<file path="src/hdl/jse_pkg.sv">
`timescale 1ns / 1ps
// ----------------------------------------------------------------------------
// jse_pkg
// Types, character constants and escape helpers for the JSON string escaper.
// ----------------------------------------------------------------------------
package jse_pkg;

  // character codes
  localparam logic [7:0] CH_QUOTE     = 8'h22;
  localparam logic [7:0] CH_BACKSLASH = 8'h5C;
  localparam logic [7:0] CH_U         = 8'h75;
  localparam logic [7:0] CH_ZERO      = 8'h30;
  localparam logic [7:0] CH_HEX_ALPHA = 8'h57;  // 'a' minus ten
  localparam logic [7:0] CTRL_LIMIT   = 8'h20;

  // escape kinds of the string byte in one item
  typedef enum logic [1:0] {
    KIND_PLAIN   = 2'd0,
    KIND_SHORT   = 2'd1,
    KIND_UNICODE = 2'd2
  } kind_t;

  // classified item as it travels from front to back
  typedef struct packed {
    logic       sos;
    logic       eos;
    logic       valid;
    kind_t      kind;
    logic [7:0] ch;     // raw byte, or the short code letter for KIND_SHORT
    logic [3:0] count;  // results this item causes, 0..8
  } desc_t;

  // bytes taken by the escaped form of the string byte
  function automatic logic [2:0] kind_len(input kind_t kind);
    logic [2:0] len;
    case (kind)
      KIND_SHORT:   len = 3'd2;
      KIND_UNICODE: len = 3'd6;
      default:      len = 3'd1;
    endcase
    return len;
  endfunction

  // lower-case hex digit of a nibble
  function automatic logic [7:0] hex_digit(input logic [3:0] nib);
    logic [7:0] d;
    if (nib < 4'd10) d = CH_ZERO + {4'd0, nib};
    else             d = CH_HEX_ALPHA + {4'd0, nib};
    return d;
  endfunction

  // byte at position q of the escaped form
  function automatic logic [7:0] seq_byte(input kind_t kind, input logic [7:0] ch,
                                          input logic [2:0] q);
    logic [7:0] b;
    case (kind)
      KIND_SHORT: b = (q == 3'd0) ? CH_BACKSLASH : ch;
      KIND_UNICODE: begin
        case (q)
          3'd0:    b = CH_BACKSLASH;
          3'd1:    b = CH_U;
          3'd4:    b = hex_digit(ch[7:4]);
          3'd5:    b = hex_digit(ch[3:0]);
          default: b = CH_ZERO;
        endcase
      end
      default: b = ch;
    endcase
    return b;
  endfunction

endpackage

</file>
<file path="src/hdl/jse_front.sv">
`timescale 1ns / 1ps
// ----------------------------------------------------------------------------
// jse_front
// Classifies an incoming transaction into an escape descriptor.
// ----------------------------------------------------------------------------
module jse_front import jse_pkg::*; (
  input  logic [7:0] char_in,
  input  logic       char_valid,
  input  logic       start_of_string,
  input  logic       end_of_string,
  output desc_t      desc,
  output logic       has_results
);

  kind_t      kind;
  logic [7:0] code;

  // escape class of the byte
  always_comb begin
    kind = KIND_PLAIN;
    code = char_in;
    case (char_in)
      8'h22: begin kind = KIND_SHORT; code = CH_QUOTE; end
      8'h5C: begin kind = KIND_SHORT; code = CH_BACKSLASH; end
      8'h08: begin kind = KIND_SHORT; code = 8'h62; end  // b
      8'h0C: begin kind = KIND_SHORT; code = 8'h66; end  // f
      8'h0A: begin kind = KIND_SHORT; code = 8'h6E; end  // n
      8'h0D: begin kind = KIND_SHORT; code = 8'h72; end  // r
      8'h09: begin kind = KIND_SHORT; code = 8'h74; end  // t
      default: begin
        if (char_in < CTRL_LIMIT) kind = KIND_UNICODE;
      end
    endcase
  end

  // descriptor with its result count
  always_comb begin
    desc.sos   = start_of_string;
    desc.eos   = end_of_string;
    desc.valid = char_valid;
    desc.kind  = kind;
    desc.ch    = code;
    desc.count = {3'd0, start_of_string} + {3'd0, end_of_string}
               + (char_valid ? {1'b0, kind_len(kind)} : 4'd0);
  end

  // an item with no byte and no marker produces nothing
  assign has_results = char_valid | start_of_string | end_of_string;

endmodule

</file>
<file path="src/hdl/jse_queue.sv">
`timescale 1ns / 1ps
// ----------------------------------------------------------------------------
// jse_queue
// Small descriptor queue between the classifier and the output sequencer.
// ----------------------------------------------------------------------------
module jse_queue import jse_pkg::*; #(
  parameter int DEPTH = 4
) (
  input  logic  clk,
  input  logic  rst,
  input  logic  wr_en,
  input  desc_t wr_data,
  input  logic  rd_en,
  output desc_t rd_data,
  output logic  full,
  output logic  not_empty
);

  localparam int AW = (DEPTH > 1) ? $clog2(DEPTH) : 1;
  localparam int CW = $clog2(DEPTH + 1);
  localparam logic [AW-1:0] LAST_PTR = AW'(DEPTH - 1);
  localparam logic [CW-1:0] FULL_CNT = CW'(DEPTH);

  desc_t         mem [DEPTH];
  logic [AW-1:0] wr_ptr;
  logic [AW-1:0] rd_ptr;
  logic [CW-1:0] count;

  // storage write
  always_ff @(posedge clk) begin
    if (wr_en) mem[wr_ptr] <= wr_data;
  end

  // pointers and fill level
  always_ff @(posedge clk) begin
    if (rst) begin
      wr_ptr <= '0;
      rd_ptr <= '0;
      count  <= '0;
    end else begin
      if (wr_en) wr_ptr <= (wr_ptr == LAST_PTR) ? '0 : wr_ptr + 1'b1;
      if (rd_en) rd_ptr <= (rd_ptr == LAST_PTR) ? '0 : rd_ptr + 1'b1;
      if (wr_en && !rd_en)      count <= count + 1'b1;
      else if (rd_en && !wr_en) count <= count - 1'b1;
    end
  end

  assign rd_data   = mem[rd_ptr];
  assign full      = (count == FULL_CNT);
  assign not_empty = (count != '0);

endmodule

</file>
<file path="src/hdl/jse_back.sv">
`timescale 1ns / 1ps
// ----------------------------------------------------------------------------
// jse_back
// Walks the head descriptor into the output register, one byte per cycle unless stalled.
// ----------------------------------------------------------------------------
module jse_back import jse_pkg::*; (
  input  logic       clk,
  input  logic       rst,
  input  desc_t      desc,
  input  logic       desc_ready,
  output logic       desc_done,
  input  logic       pop,
  output logic       empty,
  output logic [7:0] out_byte,
  output logic       run_last
);

  logic [2:0] idx;
  logic       out_valid;
  logic [7:0] obyte;
  logic       olast;
  logic       advance;
  logic       is_last;
  logic [2:0] q;
  logic [7:0] cur_byte;

  // output register free or drained this cycle
  assign advance = desc_ready && (!out_valid || pop);
  assign is_last = ({1'b0, idx} == desc.count - 4'd1);
  assign desc_done = advance && is_last;

  // select byte at the current position
  always_comb begin
    q = idx - {2'd0, desc.sos};
    if (desc.sos && idx == 3'd0)                  cur_byte = CH_QUOTE;
    else if (desc.valid && q < kind_len(desc.kind)) cur_byte = seq_byte(desc.kind, desc.ch, q);
    else                                          cur_byte = CH_QUOTE;
  end

  // position counter and output valid
  always_ff @(posedge clk) begin
    if (rst) begin
      idx       <= '0;
      out_valid <= 1'b0;
    end else begin
      if (advance) begin
        out_valid <= 1'b1;
        idx       <= is_last ? 3'd0 : idx + 3'd1;
      end else if (pop) begin
        out_valid <= 1'b0;
      end
    end
  end

  // output payload
  always_ff @(posedge clk) begin
    if (advance) begin
      obyte <= cur_byte;
      olast <= is_last;
    end
  end

  assign empty    = !out_valid;
  assign out_byte = obyte;
  assign run_last = olast;

endmodule

</file>
<file path="src/hdl/json_string_escaper.sv">
`timescale 1ns / 1ps
// ----------------------------------------------------------------------------
// json_string_escaper
// Path: an accepted item is written into the descriptor queue; its first result
//   passes through the output register to the ports. Throughput: one result
//   byte per cycle while pop drains the output; an item holds the sequencer
//   until all its results are out, so plain bytes stream at one per cycle.
// Reset: synchronous, clears the descriptor queue and the output register.
// ----------------------------------------------------------------------------
module json_string_escaper import jse_pkg::*; #(
  parameter int QUEUE_DEPTH = 4
) (
  input  logic       clk,
  input  logic       rst,
  input  logic       push,
  output logic       full,
  input  logic [7:0] char_in,
  input  logic       char_valid,
  input  logic       start_of_string,
  input  logic       end_of_string,
  output logic       empty,
  input  logic       pop,
  output logic [7:0] out_byte,
  output logic       run_last
);

  desc_t front_desc;
  desc_t head_desc;
  logic  has_results;
  logic  q_full;
  logic  q_not_empty;
  logic  q_rd;

  // classify incoming transaction
  jse_front u_front (
    .char_in         (char_in),
    .char_valid      (char_valid),
    .start_of_string (start_of_string),
    .end_of_string   (end_of_string),
    .desc            (front_desc),
    .has_results     (has_results)
  );

  // descriptor queue
  jse_queue #(.DEPTH(QUEUE_DEPTH)) u_queue (
    .clk       (clk),
    .rst       (rst),
    .wr_en     (push && !q_full && has_results),
    .wr_data   (front_desc),
    .rd_en     (q_rd),
    .rd_data   (head_desc),
    .full      (q_full),
    .not_empty (q_not_empty)
  );

  // output sequencer
  jse_back u_back (
    .clk        (clk),
    .rst        (rst),
    .desc       (head_desc),
    .desc_ready (q_not_empty),
    .desc_done  (q_rd),
    .pop        (pop),
    .empty      (empty),
    .out_byte   (out_byte),
    .run_last   (run_last)
  );

  assign full = q_full;

endmodule

</file>
<file path="config.mk">
export PLATFORM = sky130hd
export DESIGN_NAME = json_string_escaper
export DESIGN_NICKNAME = d
export VERILOG_FILES = /design/src/hdl/jse_pkg.sv /design/src/hdl/jse_front.sv /design/src/hdl/jse_queue.sv /design/src/hdl/jse_back.sv /design/src/hdl/json_string_escaper.sv
export SDC_FILE = /design/constraint.sdc
export NUM_CORES = 1
export LEC_CHECK = 0
export BUFFER_PORTS_ARGS = -buffer_cell sky130_fd_sc_hd__buf_2
export CELL_PAD_IN_SITES_DETAIL_PLACEMENT = 0
export CELL_PAD_IN_SITES_GLOBAL_PLACEMENT = 2
export CORE_MARGIN = 2
export CORE_UTILIZATION = 43
export CTS_CLUSTER_SIZE = 8
export DETAILED_ROUTE_END_ITERATION = 8
export HOLD_SLACK_MARGIN = 0.02
export PLACE_DENSITY_LB_ADDON = 0.3
export SETUP_SLACK_MARGIN = 0.1
export SYNTH_ARGS = -nofsm -noshare
export SYNTH_HDL_FRONTEND = slang
export SYNTH_SLANG_ARGS = --single-unit
</file>
<file path="constraint.sdc">
create_clock -name clk -period 4.08 [get_ports clk]
set_input_delay 0.816 -clock clk [delete_from_list [all_inputs] [get_ports clk]]
set_output_delay 0.816 -clock clk [all_outputs]
set_load 0.1 [all_outputs]
</file>
# ---- Word level (Yosys, flattened, before mapping)
# Memory sizes are Yosys's and may differ from the RTL's. A register that Yosys moved wholly into a read port is not among the register bits.
# Cells that the tools add are included.
dict set report word_totals {
  word_cells 89
  mem_bits_rw 68
  inputBits 15
  out_inout_bits 11
  ff_bits 20
  memories 1
}
dict set report classes {
  eq_ne 18
  mux 23
  order_cmp 4
  bitwise 3
  n_reduce_logical 20
  addsub 13
}
# name depth word_bits rd rd_clocked_by_memory_dff write_ports line
set mem_list {}
lappend mem_list {u_queue.mem 4 17 1 1 1 jse_queue.sv:24} ;# desc_t mem [DEPTH];
# operator count
set ops {}
lappend ops {{$pmux 8 s7} 1}
lappend ops {{$eq 8x4->1 const B} 5}
lappend ops {{$pmux 8 s4} 1}
lappend ops {{$mux 8} 3}
lappend ops {{$add 7x4->8 const A} 2}
lappend ops {{$pmux 8 s2} 1}
lappend ops {{$mux 3} 5}
lappend ops {{$add 6x4->7 const A} 2}
lappend ops {{$mux 2} 6}
lappend ops {{$pmux 3 s2} 2}
lappend ops {{$eq 3x3->1 const B} 3}
lappend ops {{$eq 2x2->1 const B} 4}
lappend ops {{$eq 8x6->1 const B} 1}
lappend ops {{$eq 8x7->1 const B} 1}
lappend ops {{$logic_and 1x1->1} 8}
lappend ops {{$lt 4x4->1 const B} 2}
lappend ops {{$lt 8x6->1 const B} 1}
lappend ops {{$reduce_or 7->1} 1}
lappend ops {{$add 3x1->3 const B} 2}
lappend ops {{$logic_not 3->1} 2}
lappend ops {{$add 2x1->2 const B} 2}
lappend ops {{$add 4x4->4} 1}
lappend ops {{$eq 2x1->1 const B} 2}
lappend ops {{$eq 3x4->1} 1}
lappend ops {{14 further kinds} 22}

# ---- Depth between registers and ports, before layout
# Gate-level depths: netlist of the first run.
dict set report logic_depth {
  depth_word 8
  depth_mapped 15
  mapped_depth_nobuf 14
}

# ---- Hierarchy
# A second synthesis of the first run with hierarchy kept.
dict set report unflattened {
  hier_cells 315
  hier_area_um2 4383.0
}
# mod n_inst area_each_um2 cells_each seq_area_each_um2
set modules_own_cells {}
lappend modules_own_cells {jse_queue 1 2934.1 133 2222.1}
lappend modules_own_cells {jse_back 1 1109.8 136 350.3}
lappend modules_own_cells {jse_front 1 330.3 45 0.0}
lappend modules_own_cells {json_string_escaper 1 8.8 1 0.0}

# ---- Worst setup path after synthesis of the first run
# Ideal clock, no wire load.
dict set report synth_path {
  path_type {register to register}
  start {register u_queue.count[0]}
  end {register u_queue.count[2]}
  t_arrival_ns 4.216
  required_ns 4.009
  synth_period_minus_slack_ns 4.287
  slack_ns -0.207
  stages_incl_launch_ff 9
  setup_ns 0.071
  path_buffers 0
  path_cell_list {dfxtp_1 nor3b_1 nor2_1 ha_1 inv_1 fa_1 xor2_1 or3_1 a21oi_1}
}
dict set report synth_via {
  elab_chain_len 7
  word_cells_on_any_way 16
  classes_between {add/sub: 2; eq/ne: 1; mux: 2; reduce/logical: 11}
}
# element line
set synth_rtl {}
lappend synth_rtl {{start: declaration} jse_queue.sv:27} ;# logic [CW-1:0] count;
lappend synth_rtl {{start signal: assignment} jse_queue.sv:43} ;# if (wr_en && !rd_en) count <= count + 1'b1;
lappend synth_rtl {{start signal: assignment} jse_queue.sv:44} ;# else if (rd_en && !wr_en) count <= count - 1'b1;
lappend synth_rtl {{$eq 3x3->1 *} jse_queue.sv:49} ;# assign full = (count == FULL_CNT);
lappend synth_rtl {{via full} json_string_escaper.sv:16} ;# output logic full,
lappend synth_rtl {{$logic_not 1->1 *} json_string_escaper.sv:48} ;# .wr_en (push && !q_full && has_results),
lappend synth_rtl {{$logic_and 1x1->1 * (2 in a row)} json_string_escaper.sv:48}
lappend synth_rtl {{via u_queue.wr_en} jse_queue.sv:11} ;# input logic wr_en,
lappend synth_rtl {{$logic_not 1->1} jse_queue.sv:44}
lappend synth_rtl {{$logic_and 1x1->1} jse_queue.sv:44}
lappend synth_rtl {{$reduce_bool 2->1 (no line)} n/a}
# The timed path passes the listed nets; every way through them passes the cells marked *. The select of a mux whose other input is x is not followed.
# A chain may end at the register's enable or synchronous reset.

==> impl_metrics.toml, run 1 <==
[cts]
cts_setup_buffers = 0
cts_max_level = 3
tritoncts = "built"
cts.sinks = 86
ctsHoldBuffers = 0
cts_resized = 0
root_buffer = "clkbuf_8"
clock_path_buffers = 2
clk_latency_ps = 350
clk_transition_reported_paths_ps = 100
cts_inserted_buffers = 9

[synth]
avgSynthCellArea_um2 = 13.87
synth-edff-count = 73
synth_cell_types = 53
ys_ff_latch = 86
synth-async-reset-ratio_pct = 0
synthCells = 302
ys.flop_type = "edfxtp_1"
ys_seq_area_share_pct = 58.54
yosysWarnings = 0
netlist_area_mm2 = 0.004189
syn_nets = 339

[drt]
drt-initial-drc-count = 106
dr.pass1.iters = 4
drc_errors = 0
postRouteAntennaNets = 0
viasPerCell = 5.206
wl_per_cell_um = 15.10
totalWireLength_mm = 7.128
vias = 2457

[cells_and_area]
layout_commonest_cell = "edfxtp_1"
fin_cells = 472
final_nets = 371
syn_to_final_growth_pct = 11.71
drive_above_1_share_pct = 17.99
final_area_mm2 = 0.004679
final_cell_mix = "edfxtp_1, inv_1, buf_2"
diodes = 0

[worst_setup_path]
required_ps = 4380
path_max_fanout = 7
critPathKind = "reg -> reg"
endpoint_kind = "register"
r2r-end = "u_queue.count[2]"
crit_path_end = "u_queue.count[2]"
r2r_slack_ps = 590
start_kind = "register"
critPathArrivalTime_ps = 3790
r2r_cells = 12

[worst_hold_path]
min_path_cells = 2
hold_path.class = "reg -> reg"

[grt]
antenna_found_initial = 0
grt_max_degree = 17
grt_pass1_wl_mm = 11.79
grt_overflow = 0
grt_usage_pct = 14.97
first_global_vias = 2344

[floorplan]
coreArea_mm2 = 0.009594
die_area_mm2 = 0.01055
pin_count = 26
die_height_um = 102.7
std_cell_rows = 36
initial_core_util_pct = 43.66
die_w_um = 102.7

[sta]
layout_min_cycle_time_ps = 3492
rsz0062_at_grt = "false"
maxSlewHeadroom_pct = 44.49
finalHoldViolCount = 0
setup_viol = 0
setup_tns_ps = 0
period_share_pct = 85.58
drv_slew = 0
tightest_slew_ps = 832.6
fmax_mhz = 286.4
setup_ws_ps = 588.5
clock-skew-final_ps = 14.69

[place]
port_buffers = 25
hpwl_mm = 5.086
dp.cells = 456
pre_cts_slack_ps = 590.5
place_area_mm2 = 0.004473
gp_congestion = 0.7827

[pwr]
p_leak_nw = 1.679
power_density_mw_per_mm2 = 658.7
ir_worst_vdd_mv = 0.3323

[status]
status = "complete, no violations"

[job]
maxCapViolCount = 0
## cell families after synthesis
logic type	after synthesis	synth area share, %
fa+ha+maj	22	6.930
xor+xnor	10	2.091
simple gates	70	9.439
mux	21	10.36
compound gates	58	9.200
flops	86	58.54
buf+inv	35	3.435
## worst max-delay path: stages, from the launching register on
cell and delay, ps:
dfxtp_1 470, buf_4 240, mux4_1 590, or3_1 380
a32oi_2 350, nor3_2 120, inv_1 70, ha_1 170
inv_1 60, fa_1 370, xor2_1 180, or3_1 310
a21oi_1 140
## through the flow
step	power, mW	hold slack [ps]	util [%]
2_1_floorplan	2.245	445.5	-
3_3_place_gp	2.494	457.5	46.62
3_5_place_dp	2.494	462.6	46.62
4_1_cts	3.114	476.9	48.77
5_1_grt	3.289	509.2	48.77
6_report	3.083	474.6	48.77
## Yosys cell counts (5+ instances only)
cell	count	area, µm²
a21oi_1	14	70.07
and2_1	5	31.28
clkbuf_1	5	18.77
dfxtp_1	13	260.3
edfxtp_1	73	2192
ha_1	20	250.2
inv_1	27	101.4
mux4_1	5	131.4
mux4_2	11	247.7
nand2_1	11	41.29
nor2_1	16	60.06
o21ai_0	15	75.07
or3_1	5	31.28
xnor2_1	5	43.79
xor2_1	5	43.79
## registers in the layout (all words and copies together), names as in the netlist, named ones only
register and flops:
u_queue.mem 64, u_back.out_byte 8, u_back.idx 3, u_queue.count 3
u_queue.rd_ptr 2, u_queue.wr_ptr 2, u_back.out_valid 1, u_back.run_last 1
## cell type report
type | count | area [µm²]
Clock inverter | 6 | 78.83
Sequential cell | 86 | 2452
Timing Repair Buffer | 29 | 155.1
Inverter | 27 | 101.3
Tap cell | 133 | 166.4
Multi-Input combinational cell | 181 | 1598
Clock buffer | 10 | 127.6
Fill cell | 853 | 4915
## power by group
part	internal, mW	switching, mW	leakage [nW]	total [mW]
Sequential	1.13	0.0581	0.777	1.19
Clock	0.296	0.321	0.105	0.617
Combinational	0.377	0.899	0.797	1.28
Total	1.80	1.28	1.68	3.08
## how the worst min path moves through the flow
stage	to	start
4_1_cts	u_back.out_valid	u_back.out_valid
5_1_grt	u_back.out_valid	u_back.out_valid
3_3_place_gp	u_back.out_valid	u_back.out_valid
2_1_floorplan	u_back.out_valid	u_back.out_valid
3_5_place_dp	u_back.out_valid	u_back.out_valid
6_report	u_back.out_valid	u_back.out_valid
## routing by layer
metal | global-route usage, % | vias up | wire length, µm
li1 | - | 1217 | -
met1 | 20.46 | 1184 | 3445
met3 | 2.305 | 11 | 196
met2 | 23.63 | 45 | 3368
met4 | 7.077 | 0 | 118
met5 | 0 | - | 0
Note: power is estimated with default switching activity, not from simulation.
==> run 2, diff against run 1 <==
--- a/config.mk
+++ b/config.mk
@@ -5,11 +5,12 @@
 export SDC_FILE = /design/constraint.sdc
 export NUM_CORES = 1
 export LEC_CHECK = 0
+export ABC_AREA = 1
 export BUFFER_PORTS_ARGS = -buffer_cell sky130_fd_sc_hd__buf_2
 export CELL_PAD_IN_SITES_DETAIL_PLACEMENT = 0
 export CELL_PAD_IN_SITES_GLOBAL_PLACEMENT = 2
 export CORE_MARGIN = 2
-export CORE_UTILIZATION = 43
+export CORE_UTILIZATION = 39
 export CTS_CLUSTER_SIZE = 8
 export DETAILED_ROUTE_END_ITERATION = 8
 export HOLD_SLACK_MARGIN = 0.02
==> run 2 against run 1 <==
Effect of this change:
- final cell count grew 39%
- maximum frequency grew 14%
- sequential cell count is the same
- hold slack gained 44 ps
- cell area grew 9.7%
- largest cell class unchanged
- non-clock buffer count grew 3
==> impl_metrics.toml, run 2 <==
[status]
status = "complete, no violations"

[pwr]
power_frac_clock_pct = 24.1
finalPower_mw = 4.043
switching_share_pct = 42.90
switching_power_mw = 1.735
ir_worst_vdd_mv = 0.4150
p_leak_nw = 2.203
combPwrFrac_pct = 46.0
seq_power_share_pct = 29.9
p_int_mw = 2.308
power_density_mw_per_mm2 = 787.9

[cts]
cts.sinks = 86
ctsHoldBuffers = 0
cts_inserted_buffers = 9
cts_max_level = 3
cts_resized = 0
tritoncts = "built"
root_buffer = "clkbuf_16"
cts_setup_buffers = 0
clk_transition_reported_paths_ps = 60
clk_latency_ps = 330
clock_path_buffers = 2

[sta]
fmax_mhz = 327.8
rsz0062_at_grt = "false"
setup_viol = 0
drv_slew = 0
setup_tns_ps = 0
clock-skew-final_ps = 5.111
tightest_slew_ps = 558.1
finalHoldViolCount = 0
period_share_pct = 74.78
layout_min_cycle_time_ps = 3051
maxSlewHeadroom_pct = 62.74

[synth]
synth_top_family_by_area = "simple AND/OR/NAND/NOR gates"
synth_common_cells = "nand2_1, edfxtp_1, inv_1"
synth_top_cell_by_area = "edfxtp_1"
synthSimpleGateAreaFrac_pct = 25.02
yosysWarnings = 0
ys_ff_latch = 86
synth_cell_types = 40
synth-async-reset-ratio_pct = 0
synth_compound_area_share_pct = 6.082
netlist_area_mm2 = 0.004506
ys_seq_area_share_pct = 54.43
yosysMostFrequentCell = "nand2_1"
synth_area_leaders = "edfxtp_1, nand2_1, dfxtp_1"
synth-edff-count = 73
synth_fa_ha_area_share_pct = 6.443
ys.flop_type = "edfxtp_1"
syn_nets = 514
muxShareOfSynthArea_pct = 0
synth_xor_area_share_pct = 0.3888
avgSynthCellArea_um2 = 9.446
yosys.area.top_type_share_pct = 48.65
synthCells = 477

[grt]
grt_usage_pct = 15.50
grt_overflow = 0
grt_pass1_wl_mm = 15.07
first_global_vias = 3055
antenna_found_initial = 0
grt_max_degree = 34

[cells_and_area]
syn_to_final_growth_pct = 13.89
largest_reg_flops = 64
largest_register = "u_queue.mem"
drive_above_1_share_pct = 15.18
diodes = 0
final_nets = 546
final_cell_mix = "nand2_1, edfxtp_1, inv_1"
layout_commonest_cell = "nand2_1"

[place]
hpwl_mm = 6.333
gp_congestion = 0.8442
port_buffers = 25

[drt]
drt-initial-drc-count = 197
totalWireLength_mm = 8.932
postRouteAntennaNets = 0
vias = 3161
wl_per_cell_um = 13.60
viasPerCell = 4.811
dr.pass1.iters = 5
drc_errors = 0

[worst_setup_path]
endpoint_kind = "register"
required_ps = 4150
path_max_fanout = 33
critPathArrivalTime_ps = 3130
critPathKind = "reg -> reg"
start_kind = "register"

[job]
maxCapViolCount = 0

[floorplan]
initial_core_util_pct = 39.63
std_cell_rows = 39
die_area_mm2 = 0.01243
coreArea_mm2 = 0.01137
die_height_um = 111.5
die_w_um = 111.5
pin_count = 26

[worst_hold_path]
hold_path.class = "reg -> reg"
run 2: cell count changes in the layout (fill, tap and decap cells not counted), sizes merged, moves of 5 or more:
cell,before,now
and2,5,0
inv,30,67
mux4,16,0
nand2,11,128
nand3,0,45
nand4,2,11
nor2,16,47
or3,5,0
xnor2,5,0
run 2: power by group through the flow:
stage / clock, mW / combinational [mW] / sequential, mW
after floorplan: 0 / 1.22 / 1.53
after global placement: 0 / 1.86 / 1.23
after detailed placement: 0 / 1.88 / 1.23
after CTS: 1.01 / 1.89 / 1.21
after global routing: 1.04 / 2.10 / 1.23
final: 0.974 / 1.86 / 1.21
run 2: metrics by stage:
step	util, %	instances	hold slack (ps)	setup WS, ps	instance area, µm²
after global routing	45.13	657	546.1	638.2	5131
after detailed placement	41.95	641	509.4	846.4	4770
after CTS	45.13	657	520.6	991.6	5131
after global placement	41.95	641	495.7	969.7	4770
final	45.13	657	518.1	1029	5131
after floorplan	-	477	468.6	361.3	4506
run 2: critical path, stage by stage, from the launching register on:
cell     delay [ps]
dfxtp_1         320
inv_2           420
nand2_1         100
nand2_1          80
nand2_1          60
o21ai_1         180
ha_1            210
ha_1            160
inv_1            40
nand2_1          70
nand2_1         150
ha_1            350
a21oi_1         250
nand4_4         200
nor2_1          130
o21ai_0          90
run 2: layout make-up:
cell class	count	area (µm²)
fill	1073	6238
sequential	86	2452
multi-input combinational	313	1709
inverter	67	251.5
clock buffer	9	225.2
tap	143	178.9
timing repair buffer	32	177.7
clock inverter	7	136.4
run 2: routing by layer:
metal	vias to the layer above	wire (µm)	GRT usage [%]
met5	-	0	0
met4	0	136	8.313
met3	8	269	2.341
met2	45	4223	24.59
met1	1448	4302	20.62
li1	1660	-	-
run 2: logic make-up after synthesis:
group | Yosys count
buffers and inverters | 78
xor gates and xnor gates | 2
DFF | 86
AOI/OAI and AO/OA | 45
adders and majority gates | 22
and+or+nand+nor | 244
run 2: path summary, 6_finish.rpt:
| check | endpoint | slack, ps | cells after the start | start |
|---|---|---|---|---|
| max | u_back.out_byte[5] | 1030 | 15 | register |
| min | u_queue.count[2] | 520 | 2 | u_queue.count[2] |
| max reg2reg | u_back.out_byte[5] | 1030 | 15 | register |
| min reg2reg | u_queue.count[2] | 520 | 2 | u_queue.count[2] |
==> run 3, diff against run 2 <==
--- a/config.mk
+++ b/config.mk
@@ -10,7 +10,7 @@
 export CELL_PAD_IN_SITES_DETAIL_PLACEMENT = 0
 export CELL_PAD_IN_SITES_GLOBAL_PLACEMENT = 2
 export CORE_MARGIN = 2
-export CORE_UTILIZATION = 39
+export CORE_UTILIZATION = 35
 export CTS_CLUSTER_SIZE = 8
 export DETAILED_ROUTE_END_ITERATION = 8
 export HOLD_SLACK_MARGIN = 0.02
==> constraint.sdc (replaced) <==
create_clock -name clk -period 2.8 [get_ports clk]
set_input_delay 0.56 -clock clk [delete_from_list [all_inputs] [get_ports clk]]
set_output_delay 0.56 -clock clk [all_outputs]
set_load 0.1 [all_outputs]
==> run 3 against run 2 <==
Effect of this change:
- total power rose by 48%
- sequential cell count unchanged
- critical path type unchanged
- combinational power up 62%
- critical endpoint is now u_queue.count[1]
==> impl_metrics.toml, run 3 (same netlist as run 2, synthesis figures left out) <==
[cells_and_area]
final_nets = 566
final_util_pct = 42.37
drive_above_1_share_pct = 22.10
syn_to_final_growth_pct = 18.66
layout_commonest_cell = "nand2_1"
largest_register = "u_queue.mem"
diodes = 0
fin_cells = 706
largest_reg_flops = 64
final_area_mm2 = 0.005346
final_cell_mix = "nand2_1, edfxtp_1, inv_1"

[place]
hpwl_mm = 6.711
gp_congestion = 0.8299
place_area_mm2 = 0.004933
port_buffers = 25
pre_cts_slack_ps = -48.89
dp.cells = 685

[cts]
cts.sinks = 86
root_buffer = "clkbuf_16"
cts_max_level = 3
clk_latency_ps = 330
tritoncts = "built"
cts_inserted_buffers = 9
clk_transition_reported_paths_ps = 60
clock_path_buffers = 2

[worst_hold_path]
worstHoldStart = "rst"
hold_end = "u_queue.count[0]"
hold_path.class = "in -> reg"
min_path_cells = 2

[worst_setup_path]
start_kind = "register"
r2r_cells = 13
required_ps = 3020
path_max_fanout = 8
endpoint_kind = "register"
r2r_slack_ps = 250
critPathKind = "reg -> reg"
critPathArrivalTime_ps = 2770
r2r-end = "u_queue.count[1]"

[floorplan]
die_w_um = 117.5
die_area_mm2 = 0.01380
coreArea_mm2 = 0.01262
std_cell_rows = 41
die_height_um = 117.5
pin_count = 26
initial_core_util_pct = 35.70

[sta]
maxSlewHeadroom_pct = 67.33
setup_ws_ps = 246.3
layout_min_cycle_time_ps = 2554
rsz0062_at_grt = "false"
fmax_mhz = 391.6
tightest_slew_ps = 493.4
clock-skew-final_ps = 5.131
period_share_pct = 91.20
finalHoldViolCount = 0
setup_viol = 0
drv_slew = 0

[drt]
dr.pass1.iters = 5
viasPerCell = 4.622
vias = 3263
drc_errors = 0
drt-initial-drc-count = 189
wl_per_cell_um = 12.82
totalWireLength_mm = 9.050
postRouteAntennaNets = 0

[pwr]
p_int_mw = 3.317
ir_worst_vdd_mv = 0.3085
power_frac_clock_pct = 19.7
p_leak_nw = 2.268
combPwrFrac_pct = 50.3
switching_power_mw = 2.666
switching_share_pct = 44.56
seq_power_share_pct = 30.0
power_density_mw_per_mm2 = 1119

[grt]
first_global_vias = 3048
antenna_found_initial = 0
grt_pass1_wl_mm = 14.70
grt_usage_pct = 13.45
grt_max_degree = 17
grt_overflow = 0

[status]
status = "complete, no violations"

[job]
maxCapViolCount = 0
==> run 3: cell types whose count changed in the layout (fill, tap and decap cells not counted), moves of 3 or more <==
| cell | before | now |
|---|---|---|
| buf_4 | 7 | 25 |
| o21ai_0 | 15 | 10 |
| bufinv_16 | 4 | 1 |
| ha_1 | 20 | 17 |
| inv_6 | 0 | 3 |
| o21ai_1 | 3 | 6 |
==> run 3: final cells by class <==
cell class	count	area (µm²)
Clock inverter	6	70.07
Sequential cell	86	2457
Timing Repair inverter	1	5.005
Fill cell	1233	7273
Tap cell	172	215.2
Timing Repair Buffer	51	327.8
Multi-Input combinational cell	313	1782
Clock buffer	10	229.0
Inverter	67	260.3
==> run 3: timing repair <==
action	in CTS	in global routing
setup endpoints to repair	10	10
hold buffers	0	0
gates resized for setup	4	23
gates cloned	0	1
pin swaps	1	6
setup buffers	1	3
==> run 3: worst max path at each step <==
stage                        start            endpoint  depth (start not counted)
after CTS                 register  u_back.out_byte[5]                         13
after global routing      register    u_queue.count[1]                         14
final                     register    u_queue.count[1]                         13
after global placement    register  u_back.out_byte[5]                         13
after floorplan           register  u_back.out_byte[5]                         15
after detailed placement  register  u_back.out_byte[5]                         13
==> run 3: power by group through the flow <==
stage / combinational, mW / clock (mW) / sequential (mW)
after CTS: 2.88 / 1.20 / 1.79
after floorplan: 1.79 / 0 / 2.24
after global placement: 2.83 / 0 / 1.81
after detailed placement: 2.85 / 0 / 1.81
after global routing: 3.35 / 1.26 / 1.82
final: 3.01 / 1.18 / 1.80
==> run 3: metal layers <==
layer,part of all wire (%),GRT usage [%],up-vias
met4,1.7,5.196,0
met5,0,0,-
met3,3.7,2.762,14
met1,48,18.09,1496
met2,46,21.42,58
li1,-,-,1695
==> run 3: stage by stage <==
| step | setup TNS, ps | power (mW) | hold WS (ps) |
|---|---|---|---|
| 2_1_floorplan | 0 | 4.030 | 468.6 |
| 3_3_place_gp | -26.44 | 4.648 | 520.3 |
| 3_5_place_dp | -160.9 | 4.659 | 510.0 |
| 4_1_cts | 0 | 5.878 | 407.0 |
| 5_1_grt | 0 | 6.424 | 415.4 |
| 6_report | 0 | 5.983 | 424.5 |
==> run 3: critical path: stages, from the launching register on <==
cell	delay [ps]
dfxtp_4	430
nand2_1	80
nand3_2	90
nand2_2	80
ha_2	340
xor2_2	150
nand3_2	120
nor2_4	160
nand3_4	100
ha_1	220
inv_2	70
fa_2	420
o21ai_1	120
a21oi_1	50
